--- src/design/acc_pkg.sv ---
// ----------------------------------------------------------------------------
// Alarm clock controller package
// Event and key codes, display modes, field limits and shared types.
// ----------------------------------------------------------------------------
package acc_pkg;

  // Event kinds carried in the input tuser.
  localparam logic [1:0] KindKey    = 2'd0;
  localparam logic [1:0] KindSecond = 2'd1;
  localparam logic [1:0] KindFlash  = 2'd2;

  // Key codes.
  localparam logic [2:0] KeyNext = 3'd1;
  localparam logic [2:0] KeyUp   = 3'd2;
  localparam logic [2:0] KeyDown = 3'd3;
  localparam logic [2:0] KeySet  = 3'd4;

  // Display modes.
  localparam logic [1:0] ShowClock = 2'd0;
  localparam logic [1:0] ShowAlarm = 2'd1;
  localparam logic [1:0] ShowTemp  = 2'd2;

  // Field selects.
  localparam logic [1:0] FieldHour   = 2'd0;
  localparam logic [1:0] FieldMinute = 2'd1;
  localparam logic [1:0] FieldSecond = 2'd2;

  localparam logic [4:0] HourTop = 5'd23;
  localparam logic [5:0] MinTop  = 6'd59;

  localparam logic [7:0] FlashTogglesReset = 8'd10;

  localparam int unsigned OutWidth = 24;

  // Next LED and ringing state, handed from the ring controller to the top.
  typedef struct packed {
    logic active;
    logic led;
  } ring_t;

  // Steps a time field up or down by one with wrap around its top value.
  function automatic logic [5:0] step_field(input logic [5:0] v, input logic [5:0] top,
                                            input logic up);
    logic [5:0] r;
    if (up) begin
      r = (v >= top) ? 6'd0 : v + 6'd1;
    end else begin
      r = ((v == 6'd0) || (v > top)) ? top : v - 6'd1;
    end
    return r;
  endfunction

endpackage

--- src/design/acc_ring_ctrl.sv ---
// ----------------------------------------------------------------------------
// Alarm ring controller
// Holds the ringing flag, the active-low LED level and the toggle counter.
// ----------------------------------------------------------------------------
module acc_ring_ctrl (
  input  logic          clk_i,
  input  logic          rst_ni,
  input  logic          flash_i,   // flash tick event accepted this cycle
  input  logic          match_i,   // clock equals alarm after this event
  input  logic [7:0]    limit_i,   // toggles per ringing
  output acc_pkg::ring_t ring_d_o  // state after this cycle's event
);

  logic       active_q, active_d;
  logic       led_q, led_d;
  logic [7:0] count_q, count_d;
  logic [7:0] count_inc;

  assign count_inc = count_q + 8'd1;

  always_comb begin
    active_d = active_q;
    led_d    = led_q;
    count_d  = count_q;
    if (flash_i && active_q) begin
      led_d   = ~led_q;
      count_d = count_inc;
      // A limit of zero behaves as one since the count is already one here.
      if (count_inc >= limit_i) begin
        active_d = 1'b0;
        count_d  = 8'd0;
      end
    end
    if (match_i) begin
      active_d = 1'b1;
    end
  end

  always_ff @(posedge clk_i or negedge rst_ni) begin
    if (!rst_ni) begin
      active_q <= 1'b0;
      led_q    <= 1'b1;
      count_q  <= 8'd0;
    end else begin
      active_q <= active_d;
      led_q    <= led_d;
      count_q  <= count_d;
    end
  end

  assign ring_d_o.active = active_d;
  assign ring_d_o.led    = led_d;

endmodule

--- src/design/alarm_clock_controller_core.sv ---
// ----------------------------------------------------------------------------
// Alarm clock controller core
// Keeps time, alarm, edit buffer and display state; one event per transfer.
// ----------------------------------------------------------------------------
//
//   Channel   Dir  Signals                                 Content
//   s_axis    in   tvalid/tready/tdata[7:0]/tuser[1:0]     key code, event kind
//   m_axis    out  tvalid/tready/tdata[23:0]               display and alarm status
//   cfg       in   cfg_valid/cfg_ready/cfg_data[7:0]       LED toggles per ringing
//
// Each event is applied in the cycle of its transfer and its result lands in
// the output register on the same edge, so one event per cycle is sustained while
// m_axis is ready. The output register frees itself when taken, letting the next
// transfer in the same cycle; a stalled m_axis holds s_axis_tready_o low.
// Reset sets the clock to 23:59:59, the alarm to 00:00:00 and ten toggles.
// ----------------------------------------------------------------------------
module alarm_clock_controller_core (
  input  logic        clk_i,
  input  logic        rst_ni,
  input  logic        s_axis_tvalid_i,
  output logic        s_axis_tready_o,
  input  logic [7:0]  s_axis_tdata_i,   // [2:0] key_code, [7:3] zero
  input  logic [1:0]  s_axis_tuser_i,   // [1:0] event kind
  output logic        m_axis_tvalid_o,
  input  logic        m_axis_tready_i,
  // [1:0] show_mode, [2] editing, [4:3] edit_field, [9:5] shown_hour,
  // [15:10] shown_minute, [21:16] shown_second, [22] alarm_ringing, [23] led_level
  output logic [23:0] m_axis_tdata_o,
  input  logic        cfg_valid_i,
  output logic        cfg_ready_o,
  input  logic [7:0]  cfg_data_i
);

  logic accept;
  logic [1:0] kind;
  logic [2:0] key;

  logic [7:0] limit_q;

  logic [4:0] clk_hour_q, clk_hour_d;
  logic [5:0] clk_min_q, clk_min_d;
  logic [5:0] clk_sec_q, clk_sec_d;
  logic [4:0] alm_hour_q, alm_hour_d;
  logic [5:0] alm_min_q, alm_min_d;
  logic [5:0] alm_sec_q, alm_sec_d;
  logic [4:0] buf_hour_q, buf_hour_d;
  logic [5:0] buf_min_q, buf_min_d;
  logic [5:0] buf_sec_q, buf_sec_d;
  logic [1:0] show_q, show_d;
  logic       edit_q, edit_d;
  logic [1:0] field_q, field_d;

  logic flash_ev;
  logic match;
  acc_pkg::ring_t ring_d;

  logic [4:0] shown_hour;
  logic [5:0] shown_min;
  logic [5:0] shown_sec;

  logic                          out_valid_q, out_valid_d;
  logic [acc_pkg::OutWidth-1:0]  out_data_q;

  assign kind   = s_axis_tuser_i;
  assign key    = s_axis_tdata_i[2:0];
  assign s_axis_tready_o = !out_valid_q || m_axis_tready_i;
  assign accept = s_axis_tvalid_i && s_axis_tready_o;
  assign cfg_ready_o = 1'b1;

  always_comb begin
    clk_hour_d = clk_hour_q;
    clk_min_d  = clk_min_q;
    clk_sec_d  = clk_sec_q;
    alm_hour_d = alm_hour_q;
    alm_min_d  = alm_min_q;
    alm_sec_d  = alm_sec_q;
    buf_hour_d = buf_hour_q;
    buf_min_d  = buf_min_q;
    buf_sec_d  = buf_sec_q;
    show_d     = show_q;
    edit_d     = edit_q;
    field_d    = field_q;
    flash_ev   = 1'b0;
    if (accept) begin
      case (kind)
        acc_pkg::KindKey: begin
          case (key)
            acc_pkg::KeyNext: begin
              if (edit_q) begin
                field_d = (field_q >= acc_pkg::FieldSecond) ? acc_pkg::FieldHour
                                                            : field_q + 2'd1;
              end else begin
                show_d = (show_q >= acc_pkg::ShowTemp) ? acc_pkg::ShowClock
                                                       : show_q + 2'd1;
              end
            end
            acc_pkg::KeyUp, acc_pkg::KeyDown: begin
              if (edit_q) begin
                case (field_q)
                  acc_pkg::FieldMinute:
                    buf_min_d = acc_pkg::step_field(buf_min_q, acc_pkg::MinTop,
                                                    key == acc_pkg::KeyUp);
                  acc_pkg::FieldSecond:
                    buf_sec_d = acc_pkg::step_field(buf_sec_q, acc_pkg::MinTop,
                                                    key == acc_pkg::KeyUp);
                  default:
                    buf_hour_d = 5'(acc_pkg::step_field({1'b0, buf_hour_q},
                                                        {1'b0, acc_pkg::HourTop},
                                                        key == acc_pkg::KeyUp));
                endcase
              end
            end
            acc_pkg::KeySet: begin
              if (edit_q) begin
                if (show_q == acc_pkg::ShowClock) begin
                  clk_hour_d = buf_hour_q;
                  clk_min_d  = buf_min_q;
                  clk_sec_d  = buf_sec_q;
                end else if (show_q == acc_pkg::ShowAlarm) begin
                  alm_hour_d = buf_hour_q;
                  alm_min_d  = buf_min_q;
                  alm_sec_d  = buf_sec_q;
                end
                edit_d = 1'b0;
              end else if (show_q == acc_pkg::ShowClock) begin
                buf_hour_d = clk_hour_q;
                buf_min_d  = clk_min_q;
                buf_sec_d  = clk_sec_q;
                edit_d     = 1'b1;
              end else if (show_q == acc_pkg::ShowAlarm) begin
                buf_hour_d = alm_hour_q;
                buf_min_d  = alm_min_q;
                buf_sec_d  = alm_sec_q;
                edit_d     = 1'b1;
              end
            end
            default: ;
          endcase
        end
        acc_pkg::KindSecond: begin
          if (clk_sec_q >= acc_pkg::MinTop) begin
            clk_sec_d = 6'd0;
            if (clk_min_q >= acc_pkg::MinTop) begin
              clk_min_d  = 6'd0;
              clk_hour_d = (clk_hour_q >= acc_pkg::HourTop) ? 5'd0 : clk_hour_q + 5'd1;
            end else begin
              clk_min_d = clk_min_q + 6'd1;
            end
          end else begin
            clk_sec_d = clk_sec_q + 6'd1;
          end
        end
        acc_pkg::KindFlash: flash_ev = 1'b1;
        default: ;
      endcase
    end
  end

  // The alarm is compared after every event, including ones that change nothing.
  assign match = accept && (clk_hour_d == alm_hour_d) && (clk_min_d == alm_min_d) &&
                 (clk_sec_d == alm_sec_d);

  acc_ring_ctrl u_ring (
    .clk_i    (clk_i),
    .rst_ni   (rst_ni),
    .flash_i  (flash_ev),
    .match_i  (match),
    .limit_i  (limit_q),
    .ring_d_o (ring_d)
  );

  always_comb begin
    shown_hour = 5'd0;
    shown_min  = 6'd0;
    shown_sec  = 6'd0;
    if (edit_d) begin
      shown_hour = buf_hour_d;
      shown_min  = buf_min_d;
      shown_sec  = buf_sec_d;
    end else if (show_d == acc_pkg::ShowClock) begin
      shown_hour = clk_hour_d;
      shown_min  = clk_min_d;
      shown_sec  = clk_sec_d;
    end else if (show_d == acc_pkg::ShowAlarm) begin
      shown_hour = alm_hour_d;
      shown_min  = alm_min_d;
      shown_sec  = alm_sec_d;
    end
  end

  assign out_valid_d = accept || (out_valid_q && !m_axis_tready_i);

  always_ff @(posedge clk_i or negedge rst_ni) begin
    if (!rst_ni) begin
      limit_q     <= acc_pkg::FlashTogglesReset;
      clk_hour_q  <= acc_pkg::HourTop;
      clk_min_q   <= acc_pkg::MinTop;
      clk_sec_q   <= acc_pkg::MinTop;
      alm_hour_q  <= 5'd0;
      alm_min_q   <= 6'd0;
      alm_sec_q   <= 6'd0;
      show_q      <= acc_pkg::ShowClock;
      edit_q      <= 1'b0;
      field_q     <= acc_pkg::FieldHour;
      out_valid_q <= 1'b0;
    end else begin
      if (cfg_valid_i) begin
        limit_q <= cfg_data_i;
      end
      clk_hour_q  <= clk_hour_d;
      clk_min_q   <= clk_min_d;
      clk_sec_q   <= clk_sec_d;
      alm_hour_q  <= alm_hour_d;
      alm_min_q   <= alm_min_d;
      alm_sec_q   <= alm_sec_d;
      show_q      <= show_d;
      edit_q      <= edit_d;
      field_q     <= field_d;
      out_valid_q <= out_valid_d;
    end
  end

  // The edit buffer is always loaded before it is shown or committed.
  always_ff @(posedge clk_i) begin
    buf_hour_q <= buf_hour_d;
    buf_min_q  <= buf_min_d;
    buf_sec_q  <= buf_sec_d;
    if (accept) begin
      out_data_q <= {ring_d.led, ring_d.active, shown_sec, shown_min, shown_hour,
                     field_d, edit_d, show_d};
    end
  end

  assign m_axis_tvalid_o = out_valid_q;
  assign m_axis_tdata_o  = out_data_q;

endmodule

--- config.mk ---
export PLATFORM = sky130hd
export DESIGN_NAME = alarm_clock_controller_core
export DESIGN_NICKNAME = d
export VERILOG_FILES = /design/src/design/acc_pkg.sv /design/src/design/acc_ring_ctrl.sv /design/src/design/alarm_clock_controller_core.sv
export SDC_FILE = /design/constraint.sdc
export NUM_CORES = 1
export LEC_CHECK = 0
export BUFFER_PORTS_ARGS = -buffer_cell sky130_fd_sc_hd__buf_2
export CAP_MARGIN = 10
export CORE_ASPECT_RATIO = 1.25
export CORE_MARGIN = 2
export CORE_UTILIZATION = 40
export DETAILED_ROUTE_END_ITERATION = 10
export REMOVE_ABC_BUFFERS = 1
export SYNTH_ARGS = -nofsm -noshare
export SYNTH_HDL_FRONTEND = slang
export SYNTH_SLANG_ARGS = --single-unit
export TNS_END_PERCENT = 50
--- constraint.sdc ---
create_clock -name clk_i -period 3.2 [get_ports clk_i]
set_clock_uncertainty 0.15 [all_clocks]
set_input_delay 0.64 -clock clk_i [delete_from_list [all_inputs] [get_ports clk_i]]
set_output_delay 0.64 -clock clk_i [all_outputs]
set_load 0.01 [all_outputs]
==> results.rst <==
.. list-table::
   :header-rows: 1

   * - Metric
     - Value
   * - Critical path data arrival time
     - approximately 3.2 ns
   * - Detailed Routing Iterations Pass 1
     - 5
   * - Cell at the root of the clock tree
     - sky130_fd_sc_hd__clkbuf_16
   * - GP Congestion
     - 0.921
   * - Final hold vios
     - 0
   * - Asr flop ratio synth
     - 58.6%
   * - Longest Clk Path Bufs
     - 2
   * - Ys flop type
     - sky130_fd_sc_hd__dfrtp_1
   * - Register bit total from synthesis
     - between 90 and 100
   * - Pins over their slew limit
     - 0
   * - Worst setup slack after layout
     - 0.000475 ns
   * - ANT cells
     - 0
   * - Layout net count
     - 930
   * - Path category of the worst min-delay check
     - in -> async
   * - CTS tree
     - yes
   * - Headroom to the max-slew limit
     - 47.2%
   * - Maximum ir drop on the vdd rail
     - ~260 uV
   * - Global Route met2 Usage
     - 41.8%
   * - Portion of netlist area occupied by mux cells
     - 7.66%
   * - Unique masters post-synth
     - 75
   * - Result of the run
     - finished clean
   * - Maximum achievable frequency
     - 313 MHz
   * - Worst skew pair latency
     - 0.37 ns
   * - Post-Synthesis Cells
     - between 700 and 800
   * - Mean cell area of the mapped netlist
     - 8.90 sq um
   * - Crit end category
     - flip-flop
   * - Chip Width
     - between 100 and 150 microns
   * - Synthesized area
     - 6520 sq um
   * - Pin count of the biggest net entering global routing
     - 31
   * - Overall die area
     - between 15000 and 20000 sq um
   * - EDFF count, synth
     - 24
   * - Global-route track usage on met1
     - 31.3%
   * - Initial standard-cell utilization of the core
     - 40.6%
   * - Number of antenna violations at the first check in global routing
     - 0
   * - Main combinational cell family by area after synthesis
     - compound AO/OA/AOI/OAI gates
   * - Detailed Route Iter0 Violations
     - 438
   * - Final Power
     - 4.33 mW
   * - Fraction of final layout cells with drive strength greater than 1
     - 29.8%
   * - Worst-margin pin slew
     - 0.793 ns
   * - Non-filler cells in the finished layout
     - 1104
   * - WL/cell
     - 19.3 microns
   * - CP Data Required Time
     - 3.20 ns
   * - Relative area change from synthesis to final layout
     - 29.0%
   * - Global route total overflow
     - 0
   * - Core utilization of the finished layout
     - 52.4%
   * - Reported max-cap violation count
     - 0
   * - Via total after detailed routing
     - 6327
   * - Compound-gate portion of the synthesized area
     - 23.8%
   * - Routing layer with the top usage in global route
     - met2
   * - Total power density per cell area
     - slightly above 500 nW/um^2
   * - Cts hold-fix bufs
     - 0
   * - Count of input and output buffers
     - 43
   * - Number of cell rows
     - 52
   * - Proportion of synthesized chip area in sequential cells
     - between 30 and 40%
   * - Fraction of the mapped netlist area in simple logic gates
     - 17.0%
   * - Final routed DRC violation total
     - 0
   * - GR Util met3
     - 3.61%
   * - Register clock-pin slew on the reported worst setup and hold paths
     - 0.08 ns
   * - Final critical-path required period
     - 3.20 ns
   * - HPWL after DPL
     - 16400 microns
   * - Post-Place Cells
     - 1072
   * - Number of buffers created by CTS
     - 9
   * - Yosys warnings
     - 0
   * - Post-Synth Adder-Cell Area
     - about 4.6%
   * - Via count of the first global-routing pass
     - 6358
   * - DR vias/cell
     - 5.73
   * - First-pass GRT wire length
     - 34200 microns
   * - Parity-gate share of the synthesized area counting xor and xnor cells
     - 3.09%
   * - Number of levels in the clock H-tree
     - 3
   * - LEAKAGE
     - between 3 and 4 nW
   * - Antenna-violating nets left
     - 0
   * - RSZ-0062 raised after global routing
     - yes
   * - Maximum fanout along the worst path
     - 6
   * - Hold slack
     - 0.199 ns
   * - Setup slack at placement
     - -0.587 ns
   * - Kind of critical path
     - reg -> reg
   * - Post-detailed-routing wire length
     - 21300 microns
   * - Share of the clock period used by the worst path after layout
     - 100%
   * - Area inside the core boundary
     - 16100 sq um
   * - Number of setup violations in the final report
     - 0
   * - Sinks on Clock Net
     - 99
   * - I/O pins
     - 50
   * - Critical path startpoint category
     - flip-flop
   * - Total GRT Usage
     - around 25%
   * - Overall die height
     - about 150 microns
-- per-layer routing --
layer	routed length, microns	vias up
met3	972	66
met4	1170	0
li1	-	3034
met5	0	-
met2	10300	228
met1	8930	2999
-- Yosys cell counts (all sizes together), types with 12 or more instances --
cell type  count  area (sq um)
clkbuf        41           154
edfxtp        24           721
nand3         18          90.1
o21ai         71           355
dfxtp         17           340
nor2          41           154
a21oi         45           225
nand2         77           289
xnor2         12           105
ha            24           300
dfrtp         41          1030
mux2i         33           330
dfstp         17           447
mux2          15           169
nor3          20           121
inv           34           128
-- logic make-up (layout without fill, tap and decap cells) --
logic type,count (synthesis),after routing
AO/OA/AOI/OAI,232,232
multiplexers,48,48
adder cells (fa/ha/maj),24,24
other,1,1
flip-flops,99,99
XOR/XNOR,23,23
AND/OR/NAND/NOR,223,223
buffers and inverters,83,238
-- layout make-up --
class	count	area (sq um)
Sequential cell	99	2530
Fill cell	1544	7660
Inverter	36	135
Clock inverter	7	92.6
Tap cell	216	270
Clock buffer	9	225
Multi-Input combinational cell	551	3800
Timing Repair Buffer	186	1360
-- per-stage QoR --
| stage | TNS (ns) | instance area, sq um |
|---|---|---|
| final | 0 | 8410 |
| after global routing | -0.158 | 8410 |
| after CTS | 0 | 8270 |
| after detailed placement | -1.09 | 7810 |
| after global placement | -0.913 | 7810 |
| after floorplan | -4.26 | 6340 |
-- worst max-delay path, cell delays in order, from the launching register on --
cell and delay [ns]:
sky130_fd_sc_hd__dfstp_2 0.54, sky130_fd_sc_hd__ha_1 0.20, sky130_fd_sc_hd__o2111ai_2 0.15, sky130_fd_sc_hd__buf_4 0.19
sky130_fd_sc_hd__buf_4 0.14, sky130_fd_sc_hd__nor4_2 0.28, sky130_fd_sc_hd__a211o_1 0.21, sky130_fd_sc_hd__xnor2_2 0.13
sky130_fd_sc_hd__o311ai_2 0.15, sky130_fd_sc_hd__or4_1 0.54, sky130_fd_sc_hd__o41ai_2 0.30
-- sequential cells by signal, indices dropped and copies added, names as in the netlist, 6 cells and up --
register / cells
alm_min_q: 6
buf_min_q: 6
m_axis_tdata_o: 24
buf_sec_q: 6
clk_sec_q: 6
alm_sec_q: 6
clk_min_q: 6
limit_q: 8
u_ring.count_q: 8
-- layout by cell type (no fill, tap or decap), types with 5 or more instances in the layout --
cell and count:
sky130_fd_sc_hd__a211o_1 6, sky130_fd_sc_hd__a211oi_1 5, sky130_fd_sc_hd__a21o_1 10, sky130_fd_sc_hd__a21oi_1 45
sky130_fd_sc_hd__a22o_1 8, sky130_fd_sc_hd__a31oi_1 7, sky130_fd_sc_hd__and3_1 7, sky130_fd_sc_hd__buf_2 43
sky130_fd_sc_hd__buf_4 134, sky130_fd_sc_hd__clkbuf_16 9, sky130_fd_sc_hd__dfrtp_1 41, sky130_fd_sc_hd__dfstp_2 17
sky130_fd_sc_hd__dfxtp_1 17, sky130_fd_sc_hd__edfxtp_1 24, sky130_fd_sc_hd__ha_1 23, sky130_fd_sc_hd__inv_1 33
sky130_fd_sc_hd__mux2_2 13, sky130_fd_sc_hd__mux2i_1 32, sky130_fd_sc_hd__nand2_1 77, sky130_fd_sc_hd__nand2b_1 9
sky130_fd_sc_hd__nand3_1 17, sky130_fd_sc_hd__nand4_1 5, sky130_fd_sc_hd__nor2_1 41, sky130_fd_sc_hd__nor2b_1 6
sky130_fd_sc_hd__nor3_1 17, sky130_fd_sc_hd__nor3b_1 7, sky130_fd_sc_hd__nor4_1 6, sky130_fd_sc_hd__o211ai_1 6
sky130_fd_sc_hd__o21ai_0 66, sky130_fd_sc_hd__o221ai_1 9, sky130_fd_sc_hd__o22ai_1 7, sky130_fd_sc_hd__o2bb2ai_1 10
sky130_fd_sc_hd__o32ai_1 5, sky130_fd_sc_hd__or2_2 5, sky130_fd_sc_hd__xnor2_1 10, sky130_fd_sc_hd__xor2_1 9
-- power breakdown --
group / internal (mW) / switching, mW / total, mW
registers: 1.47 / 0.213 / 1.69
clock network: 0.630 / 0.569 / 1.20
logic: 0.614 / 0.828 / 1.44
-- path summary, 6_finish.rpt --
check	endpoint	slack, ns	startpoint	cells after the start
setup / recovery	m_axis_tdata_o[22]	0.0005	clk_sec_q[0]	10
hold / removal	u_ring.count_q[6]	0.20	rst_ni	1
setup reg to reg	m_axis_tdata_o[22]	0.0005	clk_sec_q[0]	10
hold reg to reg	u_ring.led_q	0.36	u_ring.led_q	1
max in group asynchronous	clk_min_q[1]	1.99	rst_ni	2
min in group clk_i	limit_q[2]	0.34	cfg_data_i[2]	3
-- timing repair --
item                       CTS  global route
setup buffers               10             6
cloned                       0             0
pin swaps                   11             6
setup endpoints to repair    2             4
resized for setup           17            18
Power figures use the tool's default switching activity.
